### src/design/kabf_pkg.sv
// Shared types, register indexes, sequencer codes and saturating/rounding
// helpers for the angle and gyro-bias Kalman filter. No dependencies.
package kabf_pkg;

    localparam int DATA_W = 32;
    localparam int OPND_W = 33;
    localparam int PROD_W = 2 * OPND_W;
    localparam int CFG_W  = 28;
    localparam int CIDX_W = 2;
    localparam int MEAS_W = 25;
    localparam int DT_W   = 20;

    typedef logic signed [DATA_W-1:0] t_q;
    typedef logic signed [OPND_W-1:0] t_opnd;
    typedef logic signed [PROD_W-1:0] t_prod;
    typedef logic signed [PROD_W:0]   t_delta;
    typedef logic signed [PROD_W+1:0] t_wide;

    localparam logic [CIDX_W-1:0] CFG_ANGLE_NOISE = 2'd0;
    localparam logic [CIDX_W-1:0] CFG_BIAS_NOISE  = 2'd1;
    localparam logic [CIDX_W-1:0] CFG_MEAS_NOISE  = 2'd2;

    localparam logic [CFG_W-1:0] ANGLE_NOISE_RST = 28'd838861;
    localparam logic [CFG_W-1:0] BIAS_NOISE_RST  = 28'd838861;
    localparam logic [CFG_W-1:0] MEAS_NOISE_RST  = 28'd167772;

    localparam t_wide SAT_MAX = t_wide'(64'sd2147483647);
    localparam t_wide SAT_MIN = t_wide'(-64'sd2147483648);

    typedef enum logic [8:0] {
        S_IDLE  = 9'b000000001,
        S_MUL   = 9'b000000010,
        S_MWAIT = 9'b000000100,
        S_MWB   = 9'b000001000,
        S_DIV0  = 9'b000010000,
        S_DIV0W = 9'b000100000,
        S_DIV1  = 9'b001000000,
        S_DIV1W = 9'b010000000,
        S_DONE  = 9'b100000000
    } t_state;

    typedef enum logic [3:0] {
        STEP_ANGLE_PRED = 4'd0,
        STEP_T          = 4'd1,
        STEP_P00_PRED   = 4'd2,
        STEP_P11_PRED   = 4'd3,
        STEP_ANGLE_COR  = 4'd4,
        STEP_BIAS_COR   = 4'd5,
        STEP_P00_COR    = 4'd6,
        STEP_P01_COR    = 4'd7,
        STEP_P10_COR    = 4'd8,
        STEP_P11_COR    = 4'd9
    } t_step;

    function automatic t_q sat32(input t_wide v);
        if (v > SAT_MAX) begin
            return 32'sh7fffffff;
        end else if (v < SAT_MIN) begin
            return 32'sh80000000;
        end else begin
            return v[DATA_W-1:0];
        end
    endfunction

    function automatic t_wide ext_q(input t_q v);
        return t_wide'(v);
    endfunction

    // Round to nearest with ties toward plus infinity, then floor shift.
    function automatic t_delta round_shift(input t_prod p, input logic q24);
        t_delta v;
        v = t_delta'(p) + (q24 ? t_delta'(64'sd8388608) : t_delta'(64'sd32768));
        return q24 ? (v >>> 24) : (v >>> 16);
    endfunction

endpackage

### src/design/kabf_mul.sv
// Shared signed multiplier with registered operands and product.
// Depends on kabf_pkg.
module kabf_mul (
    input  logic           i_clk,
    input  logic           i_load,
    input  kabf_pkg::t_opnd i_a,
    input  kabf_pkg::t_opnd i_b,
    output kabf_pkg::t_prod o_prod
);
    import kabf_pkg::*;

    t_opnd r_a;
    t_opnd r_b;
    t_prod r_prod;

    always_ff @(posedge i_clk) begin
        if (i_load) begin
            r_a <= i_a;
            r_b <= i_b;
        end
        r_prod <= r_a * r_b;
    end

    assign o_prod = r_prod;

endmodule

### config.mk
export PLATFORM = sky130hd
export DESIGN_NAME = kabf_mul
export DESIGN_NICKNAME = d
export VERILOG_FILES = /design/src/design/kabf_pkg.sv /design/src/design/kabf_mul.sv
export SDC_FILE = /design/constraint.sdc
export NUM_CORES = 2
export LEC_CHECK = 0
export BUFFER_PORTS_ARGS = -buffer_cell sky130_fd_sc_hd__clkbuf_2
export CAP_MARGIN = 20
export CORE_MARGIN = 2
export CORE_UTILIZATION = 55
export DETAILED_ROUTE_END_ITERATION = 16
export GPL_TIMING_DRIVEN = 0
export PLACE_DENSITY = 0.71
export SYNTH_ARGS = -nofsm -noshare
export SYNTH_HDL_FRONTEND = slang
export SYNTH_SLANG_ARGS = --single-unit
### constraint.sdc
create_clock -name i_clk -period 20.5 [get_ports i_clk]
set_clock_uncertainty 0.05 [all_clocks]
set_input_delay 1.025 -clock i_clk [delete_from_list [all_inputs] [get_ports i_clk]]
set_output_delay 1.025 -clock i_clk [all_outputs]
set_load 0.05 [all_outputs]
# --- Word-level counts from Yosys, hierarchy flattened ---
# Cells that the tools add are included.
# W data, S select, Z words.
totals:
  register_bits: 132
classes:
  mul: 1
op_table:
  columns: ["operator", "n"]
  rows:
  - ["$mul A33 B33 Y66", 1]

# --- Longest topological paths before layout ---
logic_depth:
  depth_word: 1
  mapped_depth: 29
  mapped_depth_nobuf: 27

# --- Least setup slack after synthesis ---
# Ideal clock, no wire load.
synth_path:
  path_kind: "register to register"
  from: "register r_a[32]"
  to: "register r_prod[64], in the netlist o_prod[64]"
  n_path_buf: 2
  arrival_ns: 7.541
  required_ns: 20.336
  path_stages_with_launch: 25
  path_slack_ns: 12.795
  path_cell_list: "edfxtp_1 clkbuf_1 nand2_1 inv_1 fa_1 fa_1 fa_1 fa_1 fa_1 fa_1 fa_1 inv_1 fa_1 inv_1 ha_1 clkbuf_1 and4_1 and4b_1 nand4_1 a21oi_1 a211oi_1 a211o_1 o31a_1 mux2i_1 a2111oi_0"
synth_via:
  elab_chain_cells: 1
synth_lines:
  columns: ["item", "line_no", "text"]
  rows:
  - ["from (decl)", "kabf_mul.sv:12", "t_opnd r_a;"]
  - ["from (signal assigned)", "kabf_mul.sv:18", "r_a <= i_a;"]
  - ["$mul A33 B33 Y66", "kabf_mul.sv:21", "r_prod <= r_a * r_b;"]
  - ["to (signal assigned)", "kabf_mul.sv:21", null]
  - ["to (decl)", "kabf_mul.sv:14", "t_prod r_prod;"]
# No other way between the ends.
# A chain may end at the register's enable or synchronous reset.

# --- Final worst setup path ---
layout_path:
  from: "register r_b[32]"
  to: "register r_prod[64], in the netlist o_prod[64]"
layout_via:
  elab_chain_cells: 1
layout_lines:
  columns: ["item", "line_no", "text"]
  rows:
  - ["from (decl)", "kabf_mul.sv:13", "t_opnd r_b;"]
  - ["from (signal assigned)", "kabf_mul.sv:19", "r_b <= i_b;"]
  - ["$mul A33 B33 Y66", "kabf_mul.sv:21", null]
# No other way between the ends.

==> results.md <==
* Status: finished clean
* Synth Warn # at 0
* Vias in the first global route at 34.25k
* CTS tree: built
* # setup viols final at 0
* Detailed router's first-iteration violation count at 2969
* Netlist cell types at 56
* Worst-skew pair later-pin latency at 0.56 ns
* Max Cap Violations at 0
* Vias per cell at 5.742
* Die Height at 281.9 µm
* Antenna-violating nets left at 0
* CTS Hold Bufs at 0
* Pin count of the biggest net entering global routing at 47
* Tcrit/Tclk final at 0.5082
* Synthesized flop and latch total at 132
* Layout cell share with drive strength beyond 1 at 0.03860
* Port Buf Inserts at 133
* Post-CTS Repair Setup Buffers at 0
* Final Core Density at 0.5929
* Post-synth ARST share at 0
* CTS Buf Count at 17
* Final Max Tran Viols at 0
* Req. time, crit path at 20.83 ns
* Initial antenna violation count at 13
* Core box area at 76200 µm²
* Delay-heaviest family, CP: adder cells
* PostCTS Resize Cnt at 0
* Starting Density at 0.5574
* Max transition margin at 0.06347
* Synth-to-layout area growth at 6.366%
* Least-Margin Pin Slew at 1.405 ns
* Post-synth EDFFs at 66
* Gate Count Post-Synth at 4413
* Die X at 281.9 µm
* RSZ-0062 raised after global routing: false
* Hold_ws at 0.5823 ns
* R2R setup slack at 10.08 ns
* Clock sink total at 132
* Mapped cell area at 42480 µm²
* Drt total wl at 150400 µm
* Most common cell after layout, fill and taps aside: fa_1
* Layout Nets at 6002
* Worst-path cell chain: inv_1 > clkbuf_1 > clkbuf_1 > nor2_1 > fa_1 > fa_1 > fa_1 > fa_1 > fa_1 > fa_1 > fa_1 > inv_1 > fa_1 > inv_1 > ha_1 > clkbuf_1 > and4_1 > a221oi_1 > o21ai_0 > a211oi_1 > a211o_1 > o31a_1 > mux2i_1 > a2111oi_0
* Global-route wire length before repair at 220500 µm
* Post-DP HPWL at 123300 µm
* GPL Wtd Cong at 1.087
* Total number of vias at 32.33k
* DRC at 0
* CP Buf/Inv Count at 6
* Final hold viol count at 0
* Fill count at 6777
* Die area at 79470 µm²
* Peak per-stage delay on the critical path at 0.91 ns
* CP max FO at 10
* Startpoint Class: register
* CP arrival at 10.74 ns
* Final setup TNS at 0 ns
* I/O pin count at 134
* Clock root buffer: clkbuf_16
* Worst Hold Class: in -> reg
* Sequential fraction of the synthesis area at 0.07777
* Most used DFF post-synth: edfxtp_1
* H-tree levels at 4
* Slowest-stage cell, CP: a211oi_1
* Syn Nets at 5843
* Min Tclk post-route at 10.42 ns
* Standard-cell rows at 101
* Worst setup EP type: register
* Avg Inst Size Synth at 9.625 µm²
* WS Path Type: reg -> reg
* GRT overflow at 0
* F_max at 0.09599 GHz
* Most frequent cells in the layout: fa_1 (1145), inv_1 (1138), and2_1 (561)
* 1st-pass router iterations at 6
* Clk slew on worst S/H paths at 0.11 ns
* CTS max path bufs at 2
* Total GRT Usage at 0.3988
* Most common cell on crit path: fa_1
* Avg WL per Cell at 26.71 µm
stage by stage:
| step | setup WS, ns | std cells | instance area (µm²) |
|---|---|---|---|
| floorplan | 12.79 | 4413 | 42480 |
| global placement | 10.46 | 5576 | 44430 |
| detailed placement | 10.35 | 5580 | 44510 |
| CTS | 10.31 | 5612 | 45100 |
| global route | 10.10 | 5617 | 45150 |
| finish | 10.08 | 5630 | 45180 |
registers in the layout (all words and copies together) (netlist names):
register and flops:
r_a 33, r_b 33, o_prod 66
worst register-to-register path: cells and delay by family (launching register included):
family	cells	cell delay, ns
DFF	1	0.76
buffers and inverters	6	1.95
adders and majority gates	9	4.31
AOI/OAI and AO/OA	6	2.65
and+or+nand+nor	2	0.43
muxes	1	0.10
cells in the mapped netlist (4+ instances only):
library cell	n	area share
o21bai_1	9	0.0016
nor2_1	53	0.0047
nand2_1	550	0.049
a211oi_1	9	0.0016
and2_1	561	0.083
nand2b_1	11	0.0016
a221oi_1	4	0.00082
o21a_1	8	0.0014
o221ai_1	4	0.00082
o211ai_1	9	0.0016
nand4_1	13	0.0019
or2_2	4	0.00059
clkbuf_1	224	0.020
dfxtp_1	66	0.031
ha_1	217	0.064
o21ai_0	40	0.0047
nor2b_1	12	0.0018
a21oi_1	68	0.0080
nor3_1	16	0.0019
a31oi_1	8	0.0012
xor2_1	15	0.0031
inv_1	1138	0.10
edfxtp_1	66	0.047
nand3_1	22	0.0026
and3_1	10	0.0015
xnor2_1	54	0.011
fa_1	1145	0.54
a21o_1	27	0.0048
cell type report:
type | instances | area (µm²) | share of cell area
antenna | 15 | 37.54 | 0.0008308
tap | 1030 | 1289 | 0.02852
clock buffer | 20 | 479.2 | 0.01061
inverter | 1138 | 4272 | 0.09455
sequential | 132 | 3303 | 0.07311
multi-input combinational | 2916 | 34050 | 0.7536
clock inverter | 12 | 112.6 | 0.002492
buffer | 227 | 854.6 | 0.01891
timing repair buffer | 140 | 785.8 | 0.01739
kinds of logic after synthesis:
group | after synthesis | synth area share
AO/OA/AOI/OAI | 216 | 0.03281
XOR/XNOR | 69 | 0.01423
adder cells (fa/ha/maj) | 1362 | 0.6036
buffers and inverters | 1365 | 0.1207
flip-flops | 132 | 0.07777
multiplexers | 3 | 0.0007070
AND/OR/NAND/NOR | 1266 | 0.1502
per-layer routing:
metal	wire length (µm)	GRT usage
met3	15860	0.1037
met5	76	0
met1	49020	0.4600
met4	17400	0.3646
met2	68020	0.6117
path summary, 6_finish.rpt:
path | startpoint | endpoint | cells after the start
min reg2reg | r_a[0] | o_prod[0] | 1
max reg2reg | r_b[32] | o_prod[64] | 24
min | i_a[16] | r_a[16] | 1
max | r_b[32] | o_prod[64] | 24
Power is left out: the tool's default activity adds up to more than one toggle a clock period on the data nets, which glitch-free logic cannot reach.
