<file path="src/design/kabf_pkg.sv">
// Shared types, register indexes, sequencer codes and saturating/rounding
// helpers for the angle and gyro-bias Kalman filter. No dependencies.
package kabf_pkg;

    localparam int DATA_W = 32;
    localparam int OPND_W = 33;
    localparam int PROD_W = 2 * OPND_W;
    localparam int CFG_W  = 28;
    localparam int CIDX_W = 2;
    localparam int MEAS_W = 25;
    localparam int DT_W   = 20;

    typedef logic signed [DATA_W-1:0] t_q;
    typedef logic signed [OPND_W-1:0] t_opnd;
    typedef logic signed [PROD_W-1:0] t_prod;
    typedef logic signed [PROD_W:0]   t_delta;
    typedef logic signed [PROD_W+1:0] t_wide;

    localparam logic [CIDX_W-1:0] CFG_ANGLE_NOISE = 2'd0;
    localparam logic [CIDX_W-1:0] CFG_BIAS_NOISE  = 2'd1;
    localparam logic [CIDX_W-1:0] CFG_MEAS_NOISE  = 2'd2;

    localparam logic [CFG_W-1:0] ANGLE_NOISE_RST = 28'd838861;
    localparam logic [CFG_W-1:0] BIAS_NOISE_RST  = 28'd838861;
    localparam logic [CFG_W-1:0] MEAS_NOISE_RST  = 28'd167772;

    localparam t_wide SAT_MAX = t_wide'(64'sd2147483647);
    localparam t_wide SAT_MIN = t_wide'(-64'sd2147483648);

    typedef enum logic [8:0] {
        S_IDLE  = 9'b000000001,
        S_MUL   = 9'b000000010,
        S_MWAIT = 9'b000000100,
        S_MWB   = 9'b000001000,
        S_DIV0  = 9'b000010000,
        S_DIV0W = 9'b000100000,
        S_DIV1  = 9'b001000000,
        S_DIV1W = 9'b010000000,
        S_DONE  = 9'b100000000
    } t_state;

    typedef enum logic [3:0] {
        STEP_ANGLE_PRED = 4'd0,
        STEP_T          = 4'd1,
        STEP_P00_PRED   = 4'd2,
        STEP_P11_PRED   = 4'd3,
        STEP_ANGLE_COR  = 4'd4,
        STEP_BIAS_COR   = 4'd5,
        STEP_P00_COR    = 4'd6,
        STEP_P01_COR    = 4'd7,
        STEP_P10_COR    = 4'd8,
        STEP_P11_COR    = 4'd9
    } t_step;

    function automatic t_q sat32(input t_wide v);
        if (v > SAT_MAX) begin
            return 32'sh7fffffff;
        end else if (v < SAT_MIN) begin
            return 32'sh80000000;
        end else begin
            return v[DATA_W-1:0];
        end
    endfunction

    function automatic t_wide ext_q(input t_q v);
        return t_wide'(v);
    endfunction

    // Round to nearest with ties toward plus infinity, then floor shift.
    function automatic t_delta round_shift(input t_prod p, input logic q24);
        t_delta v;
        v = t_delta'(p) + (q24 ? t_delta'(64'sd8388608) : t_delta'(64'sd32768));
        return q24 ? (v >>> 24) : (v >>> 16);
    endfunction

endpackage

</file>
<file path="src/design/kabf_div.sv">
// Restoring divider, one quotient bit a cycle: (num * 2^24) / den, truncated
// toward zero and saturated to 32 bits. Depends on kabf_pkg.
module kabf_div (
    input  logic             i_clk,
    input  logic             i_rst_n,
    input  logic             i_start,
    input  kabf_pkg::t_q     i_num,
    input  kabf_pkg::t_opnd  i_den,
    output logic             o_done,
    output kabf_pkg::t_q     o_quot
);
    import kabf_pkg::*;

    localparam int NUM_W = DATA_W + 24;
    localparam int REM_W = OPND_W + 1;
    localparam logic [5:0] CNT_INIT = 6'(NUM_W);

    logic [NUM_W-1:0]  r_num;
    logic [OPND_W-1:0] r_den;
    logic [REM_W-1:0]  r_rem;
    logic [5:0]        r_cnt;
    logic              r_busy;
    logic              r_done;
    logic              r_neg;
    logic              r_zero;

    logic [DATA_W-1:0] num_abs;
    logic [OPND_W-1:0] den_abs;
    logic [REM_W-1:0]  rem_sh;
    logic              q_bit;

    assign num_abs = i_num[DATA_W-1] ? DATA_W'(-i_num) : DATA_W'(i_num);
    assign den_abs = i_den[OPND_W-1] ? OPND_W'(-i_den) : OPND_W'(i_den);
    assign rem_sh  = {r_rem[REM_W-2:0], r_num[NUM_W-1]};
    assign q_bit   = (rem_sh >= {1'b0, r_den});

    always_ff @(posedge i_clk) begin
        if (!i_rst_n) begin
            r_busy <= 1'b0;
            r_done <= 1'b0;
            r_cnt  <= '0;
        end else begin
            r_done <= 1'b0;
            if (i_start && !r_busy) begin
                r_busy <= 1'b1;
                r_cnt  <= CNT_INIT;
            end else if (r_busy) begin
                r_cnt <= r_cnt - 6'd1;
                if (r_cnt == 6'd1) begin
                    r_busy <= 1'b0;
                    r_done <= 1'b1;
                end
            end
        end
    end

    always_ff @(posedge i_clk) begin
        if (i_start && !r_busy) begin
            r_num  <= {num_abs, 24'd0};
            r_den  <= den_abs;
            r_rem  <= '0;
            r_neg  <= i_num[DATA_W-1] ^ i_den[OPND_W-1];
            r_zero <= (i_den == '0);
        end else if (r_busy) begin
            r_rem <= q_bit ? (rem_sh - {1'b0, r_den}) : rem_sh;
            r_num <= {r_num[NUM_W-2:0], q_bit};
        end
    end

    always_comb begin
        if (r_zero) begin
            o_quot = '0;
        end else if (!r_neg) begin
            o_quot = (r_num > NUM_W'(64'd2147483647)) ? 32'sh7fffffff
                                                       : t_q'(r_num[DATA_W-1:0]);
        end else begin
            o_quot = (r_num > NUM_W'(64'd2147483648)) ? 32'sh80000000
                                                       : t_q'(-r_num[DATA_W-1:0]);
        end
    end

    assign o_done = r_done;

endmodule
</file>
<file path="config.mk">
export PLATFORM = sky130hd
export DESIGN_NAME = kabf_div
export DESIGN_NICKNAME = d
export VERILOG_FILES = /design/src/design/kabf_pkg.sv /design/src/design/kabf_div.sv
export SDC_FILE = /design/constraint.sdc
export NUM_CORES = 1
export LEC_CHECK = 0
export ABC_AREA = 1
export ABC_CLOCK_PERIOD_IN_PS = 5850
export BUFFER_PORTS_ARGS = -buffer_cell sky130_fd_sc_hd__buf_2
export CAP_MARGIN = 15
export CORE_ASPECT_RATIO = 0.5
export CORE_UTILIZATION = 25
export CTS_BUF_LIST = sky130_fd_sc_hd__clkbuf_8 sky130_fd_sc_hd__clkbuf_16
export CTS_CLUSTER_SIZE = 20
export DETAILED_ROUTE_END_ITERATION = 7
export PLACE_DENSITY_LB_ADDON = 0.25
export SLEW_MARGIN = 20
export SYNTH_ARGS = -nofsm -noshare
export SYNTH_HDL_FRONTEND = slang
export SYNTH_SLANG_ARGS = --single-unit
</file>
<file path="constraint.sdc">
create_clock -name i_clk -period 5.85 [get_ports i_clk]
set_input_delay 0.2925 -clock i_clk [delete_from_list [all_inputs] [get_ports i_clk]]
set_output_delay 0.2925 -clock i_clk [all_outputs]
set_load 0.01 [all_outputs]
</file>
Word level (Yosys, flattened, before mapping):

Cells that the tools add are included.

* output and inout bits: 33
* register bits: 132
* logic and storage cells: 44
* input bits: 68

* multiplexer cells: 15
* $add $sub $neg: 5
* reductions and logical operators: 6
* bitwise operators: 3
* $lt $le $gt $ge: 3
* equality and inequality tests: 1

Operator list (count)
* two-way mux 32 bit: 6
* two-way mux 56 bit: 2
* negation 32 bit: 2
* greater-than comparator 56 x 31 -> 1 bit, second input constant: 1
* greater-than comparator 56 x 32 -> 1 bit, second input constant: 1
* greater-or-equal comparator 34 x 33 -> 1 bit: 1
* logical NOT 33 bit: 1
* two-way mux 33 bit: 1
* negation 33 bit: 1
* subtractor 33 bit: 1
* two-way mux 6 bit: 2
* == test 6 x 1 -> 1 bit, second input constant: 1
* subtractor 6 x 1 -> 6 bit, second input constant: 1
* two-way mux 1 bit: 4
* OR reduction 3 bit: 1
* NOT 1 bit: 2
* nonzero test 2 bit: 1
* OR reduction 2 bit: 1
* logical AND 1 bit: 1
* logical NOT 1 bit: 1
* XOR 1 bit: 1

Longest topological paths before layout:

* depth after elaboration: 4
* gate-level depth with buffers: 18
* mapped depth without buffers: 18

Least setup slack after synthesis:

No wires, ideal clock.

* kind: register to register
* start point: reg r_busy
* end point: reg r_den[0], enable pin
* required time: 5.437 ns
* arrival: 1.889 ns
* period minus slack after synthesis: 2.302 ns
* cell stages (with the launch flop): 6
* path buffers: 2
* library setup time: 0.413 ns
* path slack: 3.548 ns
* cell sequence: dfxtp_1 clkbuf_1 inv_1 nand2_1 clkinv_1 buf_1

* word-level cells in the longest chain between the ends: 2

Ends and longest elaborated chain
* from (decl): RTL line kabf_div.sv:22 `logic r_busy;`
* from (signal assigned): RTL line kabf_div.sv:39 `r_busy <= 1'b0;`
* from (signal assigned): RTL line kabf_div.sv:45 `r_busy <= 1'b1;`
* from (signal assigned): RTL line kabf_div.sv:50 `r_busy <= 1'b0;`
* logical NOT 1 bit: RTL line kabf_div.sv:58 `if (i_start && !r_busy) begin`
* logical AND 1 bit: RTL line kabf_div.sv:58
* to (signal assigned): RTL line kabf_div.sv:60 `r_den <= den_abs;`
* to (decl): RTL line kabf_div.sv:19 `logic [OPND_W-1:0] r_den;`

Every way passes these cells.
A chain may end at the register's enable or synchronous reset.

Final worst setup path:

* start point: reg r_neg
* end point: out o_quot[17]

* word-level cells in the longest chain between the ends: 2

Ends and longest elaborated chain
* from (decl): RTL line kabf_div.sv:24 `logic r_neg;`
* from (signal assigned): RTL line kabf_div.sv:62 `r_neg <= i_num[DATA_W-1] ^ i_den[OPND_W-1];`
* two-way mux 32 bit: RTL line kabf_div.sv:73 `end else if (!r_neg) begin`
* two-way mux 32 bit: RTL line kabf_div.sv:71 `if (r_zero) begin`
* to (decl): RTL line kabf_div.sv:10 `output kabf_pkg::t_q o_quot`

Every way passes these cells.

==> qor_table.md <==
| Stage | Item | Value |
|:---|:---|:---|
| cells and area | Layout Utilization | 0.2941 |
| worst setup path | Ordered cell list for the critical path | inv_1 > nand2_1 > nor4_2 > a21oi_1 > nand2_1 > nor2_1 > buf_2 |
| timing | Crit share post-route | 0.5725 |
| worst hold path | Source of the worst hold timing path | i_den[0] |
| timing | Clock skew after layout | 0.005845 ns |
| timing | Actual transition at the worst max-transition pin | 0.9341 ns |
| synth | Sequential-to-total area share from yosys stat | 0.3067 |
| worst hold path | Tightest Hold Check Type | in -> reg |
| synth | Avg Cell Area, Syn | 6.340 µm² |
| synth | XOR/XNOR Fraction of Synth Area | 0.04459 |
| timing | Final period demand of the worst path | 3.349 ns |
| outcome | Status | finished clean |
| worst setup path | Type of the setup path with the least slack | reg -> out |
| synth | Dominant combinational cell family by area after synthesis | simple AND/OR/NAND/NOR gates |
| synth | Post-synthesis register bit count | 132 |
| clock network | Clk Latency, worst-skew pair | 0.43 ns |
| synth | Number of warning messages in the yosys log | 0 |
| drt | Mean number of vias per cell | 4.539 |
| synth | Primary flip-flop cell chosen by synthesis mapping | sky130_fd_sc_hd__edfxtp_1 |
| worst setup path | Cell with the largest stage delay on the worst path | sky130_fd_sc_hd__edfxtp_1 |
| worst setup path | Data required time of the critical path | 5.56 ns |
| worst setup path | Critical register-to-register path endpoint | r_rem[27]$_SDFFE_PP0P_ |
| synth | Post-synthesis adder-cell area fraction | 0.04702 |
| floorplanning | Die outline area | 44100 µm² |
| clock network | Number of buffers added by the clock tree synthesis step | 17 |
| synth | Share of synthesized registers carrying an async set or reset | 0 |
| synth | Dominant cell type by area after synthesis | sky130_fd_sc_hd__edfxtp_1 |
| worst setup path | Critical path fanouts, max | 25 |
| placed design | Area after DPL | 11870 µm² |
| drt | Final routed DRC violation total | 0 |
| timing | Setup TNS Final | 0 ns |
| pwr | Leak | 6.299 nW |
| clock network | TritonCTS sink count | 132 |
| placed design | Cells after DPL | 2343 |
| clock network | Post-CTS clock slew at the launch and capture registers of the worst setup and hold paths | 0.06 ns |
| clock network | Maximum level of the CTS H-tree | 4 |
| cells and area | Non-filler instance count after layout | 2375 |
| worst setup path | Worst reg2reg startpoint | r_num[55]$_DFFE_PP_ |
| clock network | Hold-fix buffers, CTS | 0 |
| cells and area | Number of antenna diodes | 0 |
| floorplanning | Vert. Die Dim | 149.0 µm |
| floorplanning | Die X-Extent | 296.0 µm |
| drt | First-pass detailed-route iteration total | 5 |
| synth | Number of enable flip-flop cells after synthesis | 67 |
| synth | Top post-synthesis cells by count | sky130_fd_sc_hd__nand2_1, sky130_fd_sc_hd__inv_1, sky130_fd_sc_hd__nor2_1 |
| synth | Number of distinct library cells after synthesis | 48 |
| clock network | Number of buffers on the longest clock path | 2 |
| global routing | Vias in the first global route | 10365 |
| floorplanning | Top Ports | 101 |
| worst setup path | Critical path's most frequent cell | sky130_fd_sc_hd__nand2_1 |
| worst setup path | Startpoint kind of the worst setup timing path | register |
| synth | Post-Synthesis Cells | 1704 |
| pwr | Pwr/cell area | 367.6 nW/µm² |
| placed design | Gp weighted congestion | 0.8837 |
| synth | Mapped cell area | 10800 µm² |
| floorplanning | Core outline area | 42310 µm² |
| synth | Simple logic cell fraction of the synthesized area | 0.3912 |
| worst hold path | Worst min-delay path endpoint | r_den[0]$_DFFE_PP_ |
| drt | Final routed wirelength across all metal layers | 34130 µm |
| job | MaxCap Viol Count | 0 |
| cells and area | Reg area | 3314 µm² |
| clock network | Post-CTS Setup Inserts | 0 |
| pwr | Worst VDD drop | 167.9 µV |
| drt | DR vias | 10781 |
| cells and area | Share of final-layout standard cells stronger than drive strength 1 | 0.09511 |
| worst setup path | Highest cell delay on the worst timing path | 0.76 ns |
| cells and area | Number of nets in the layout | 1893 |
| drt | Average wire length per cell after detail routing | 14.37 µm |
| timing | Unrepaired setup endpoints after global routing | false |
| global routing | Maximum number of pins on one net before global-route repair | 52 |
| placed design | Placed wire-length estimate after detailed placement | 26550 µm |
| floorplanning | Initial core utilization | 0.2554 |
| worst hold path | Worst hold stages | 1 |
| synth | Mux contribution to synthesized area | 0 |
| cells and area | Cell area after layout | 12440 µm² |
| synth | Post-Synthesis Net Count | 1812 |
| worst setup path | FF-to-FF setup slack | 2.79 ns |
| synth | Compound-gate portion of the synthesized area | 0.09994 |
| clock network | CTS resizes | 0 |
| drt | Number of design-rule violations left by the first detailed-router iteration | 673 |
| timing | Number of endpoints failing setup at the final stage | 0 |
| cells and area | Fill cell count | 4811 |
| cells and area | Footprint of the multi-input gates | 6299 µm² |
| drt | Post-route antenna net violation count | 0 |
| synth | Top post-synthesis cells by area | sky130_fd_sc_hd__edfxtp_1, sky130_fd_sc_hd__nand2_1, sky130_fd_sc_hd__dfxtp_1, sky130_fd_sc_hd__inv_1, sky130_fd_sc_hd__nor2_1 |
| floorplanning | # rows | 53 |
| timing | Count of final hold-check violations | 0 |
| synth | Count leader, synth | sky130_fd_sc_hd__nand2_1 |
| timing | Slew Limit Headroom | 0.3773 |
| clock network | Cell chosen for the clock root | sky130_fd_sc_hd__clkbuf_16 |
| worst setup path | Critical path endpoint category | output pin |
| clock network | TritonCTS clock tree | yes |
| placed design | Count of input and output buffers | 100 |
| synth | Proportion of netlist area held by the largest area contributor | 0.1862 |
| global routing | Global router's overall resource usage | 0.1592 |
| global routing | Initial antenna violation count | 0 |
| global routing | Remaining global-route overflow | 0 |
| timing | Max Transition Viols Final | 0 |
| timing | Maximum clock rate | 298.6 MHz |
| worst setup path | Signal arrival time at the worst endpoint | 3.06 ns |
| global routing | Global-route wire length before repair | 54970 µm |
| worst setup path | Number of cells on the worst reg-to-reg path | 18 |
| cells and area | Synth-to-Final Area Change | 15.17% |
## sequential cells by signal, indices dropped and copies added, names as in the netlist
name and flops:
r_zero 1, r_cnt 6, r_busy 1, r_neg 1, r_rem 33, o_done 1
r_den 33, r_num 56
## worst max path at each step
stage                                   start                endpoint  slack [ns]  cells past startpoint
after CTS                     r_neg$_DFFE_PP_              o_quot[17]        2.47                      7
after floorplan             r_busy$_SDFF_PN0_      r_den[0]$_DFFE_PP_        3.55                      5
after global routing          r_neg$_DFFE_PP_               o_quot[8]        2.29                      5
final                         r_neg$_DFFE_PP_              o_quot[17]        2.50                      7
after detailed placement  r_num[55]$_DFFE_PP_  r_rem[31]$_SDFFE_PP0P_        2.78                     18
after global placement    r_num[55]$_DFFE_PP_  r_rem[25]$_SDFFE_PP0P_        2.80                     18
## final cells by class
class,count,share of cell area
multi-input cells,1264,0.5062
flip-flops and latches,132,0.2664
inverters,265,0.07994
well taps,577,0.05802
repair buffers,105,0.04324
clock buffers,18,0.03529
clock inverters,14,0.01096
## where the power goes
part	internal (mW)	switching (mW)
registers	1.16	0.125
clock network	0.665	0.412
logic	0.771	1.45
## cells by family (layout without fill, tap and decap cells)
| family | Yosys count | after routing |
|---|---|---|
| fa+ha+maj | 40 | 40 |
| xor+xnor | 55 | 55 |
| buf+inv | 308 | 402 |
| compound gates | 194 | 194 |
| flops | 132 | 132 |
| simple gates | 975 | 975 |
## cell usage in the layout, fill, tap and decap left out, drive strengths merged, types with 2 or more instances in the layout
cell type  instances
a211oi             3
a21oi             56
a31oi              5
and2               2
buf              105
bufinv             3
clkbuf            18
clkinv             2
dfxtp             65
edfxtp            67
ha                39
inv              273
nand2            531
nand3            129
nand3b            28
nand4             21
nor2             200
nor3              43
nor4               7
o211ai             6
o21a               4
o21ai             75
o22ai             36
o31ai              5
o32ai              2
or2               11
xnor2             23
xor2              32
## worst max-delay path: cells and delay by family, from the launching register on
kind	cells	cell delay, ns
AOI/OAI and AO/OA	1	0.16
buffers and inverters	2	0.72
and+or+nand+nor	4	0.97
DFF	1	0.76
## stage by stage
stage	hold WS, ns	power (mW)	setup WS (ns)
6_report	0.06678	4.574	2.501
3_5_place_dp	0.4628	3.518	2.782
2_1_floorplan	0.3914	2.961	3.548
3_3_place_gp	0.4559	3.519	2.804
4_1_cts	0.04767	4.614	2.468
5_1_grt	0.05261	4.975	2.292
## layer usage
layer / share of wire / track usage / wire length (µm)
met1: 0.46 / 0.1986 / 15730
met2: 0.48 / 0.2767 / 16230
met3: 0.036 / 0.02652 / 1236
met4: 0.027 / 0.05644 / 928
met5: 0 / 0 / 0
(Power assumes the default switching activity.)
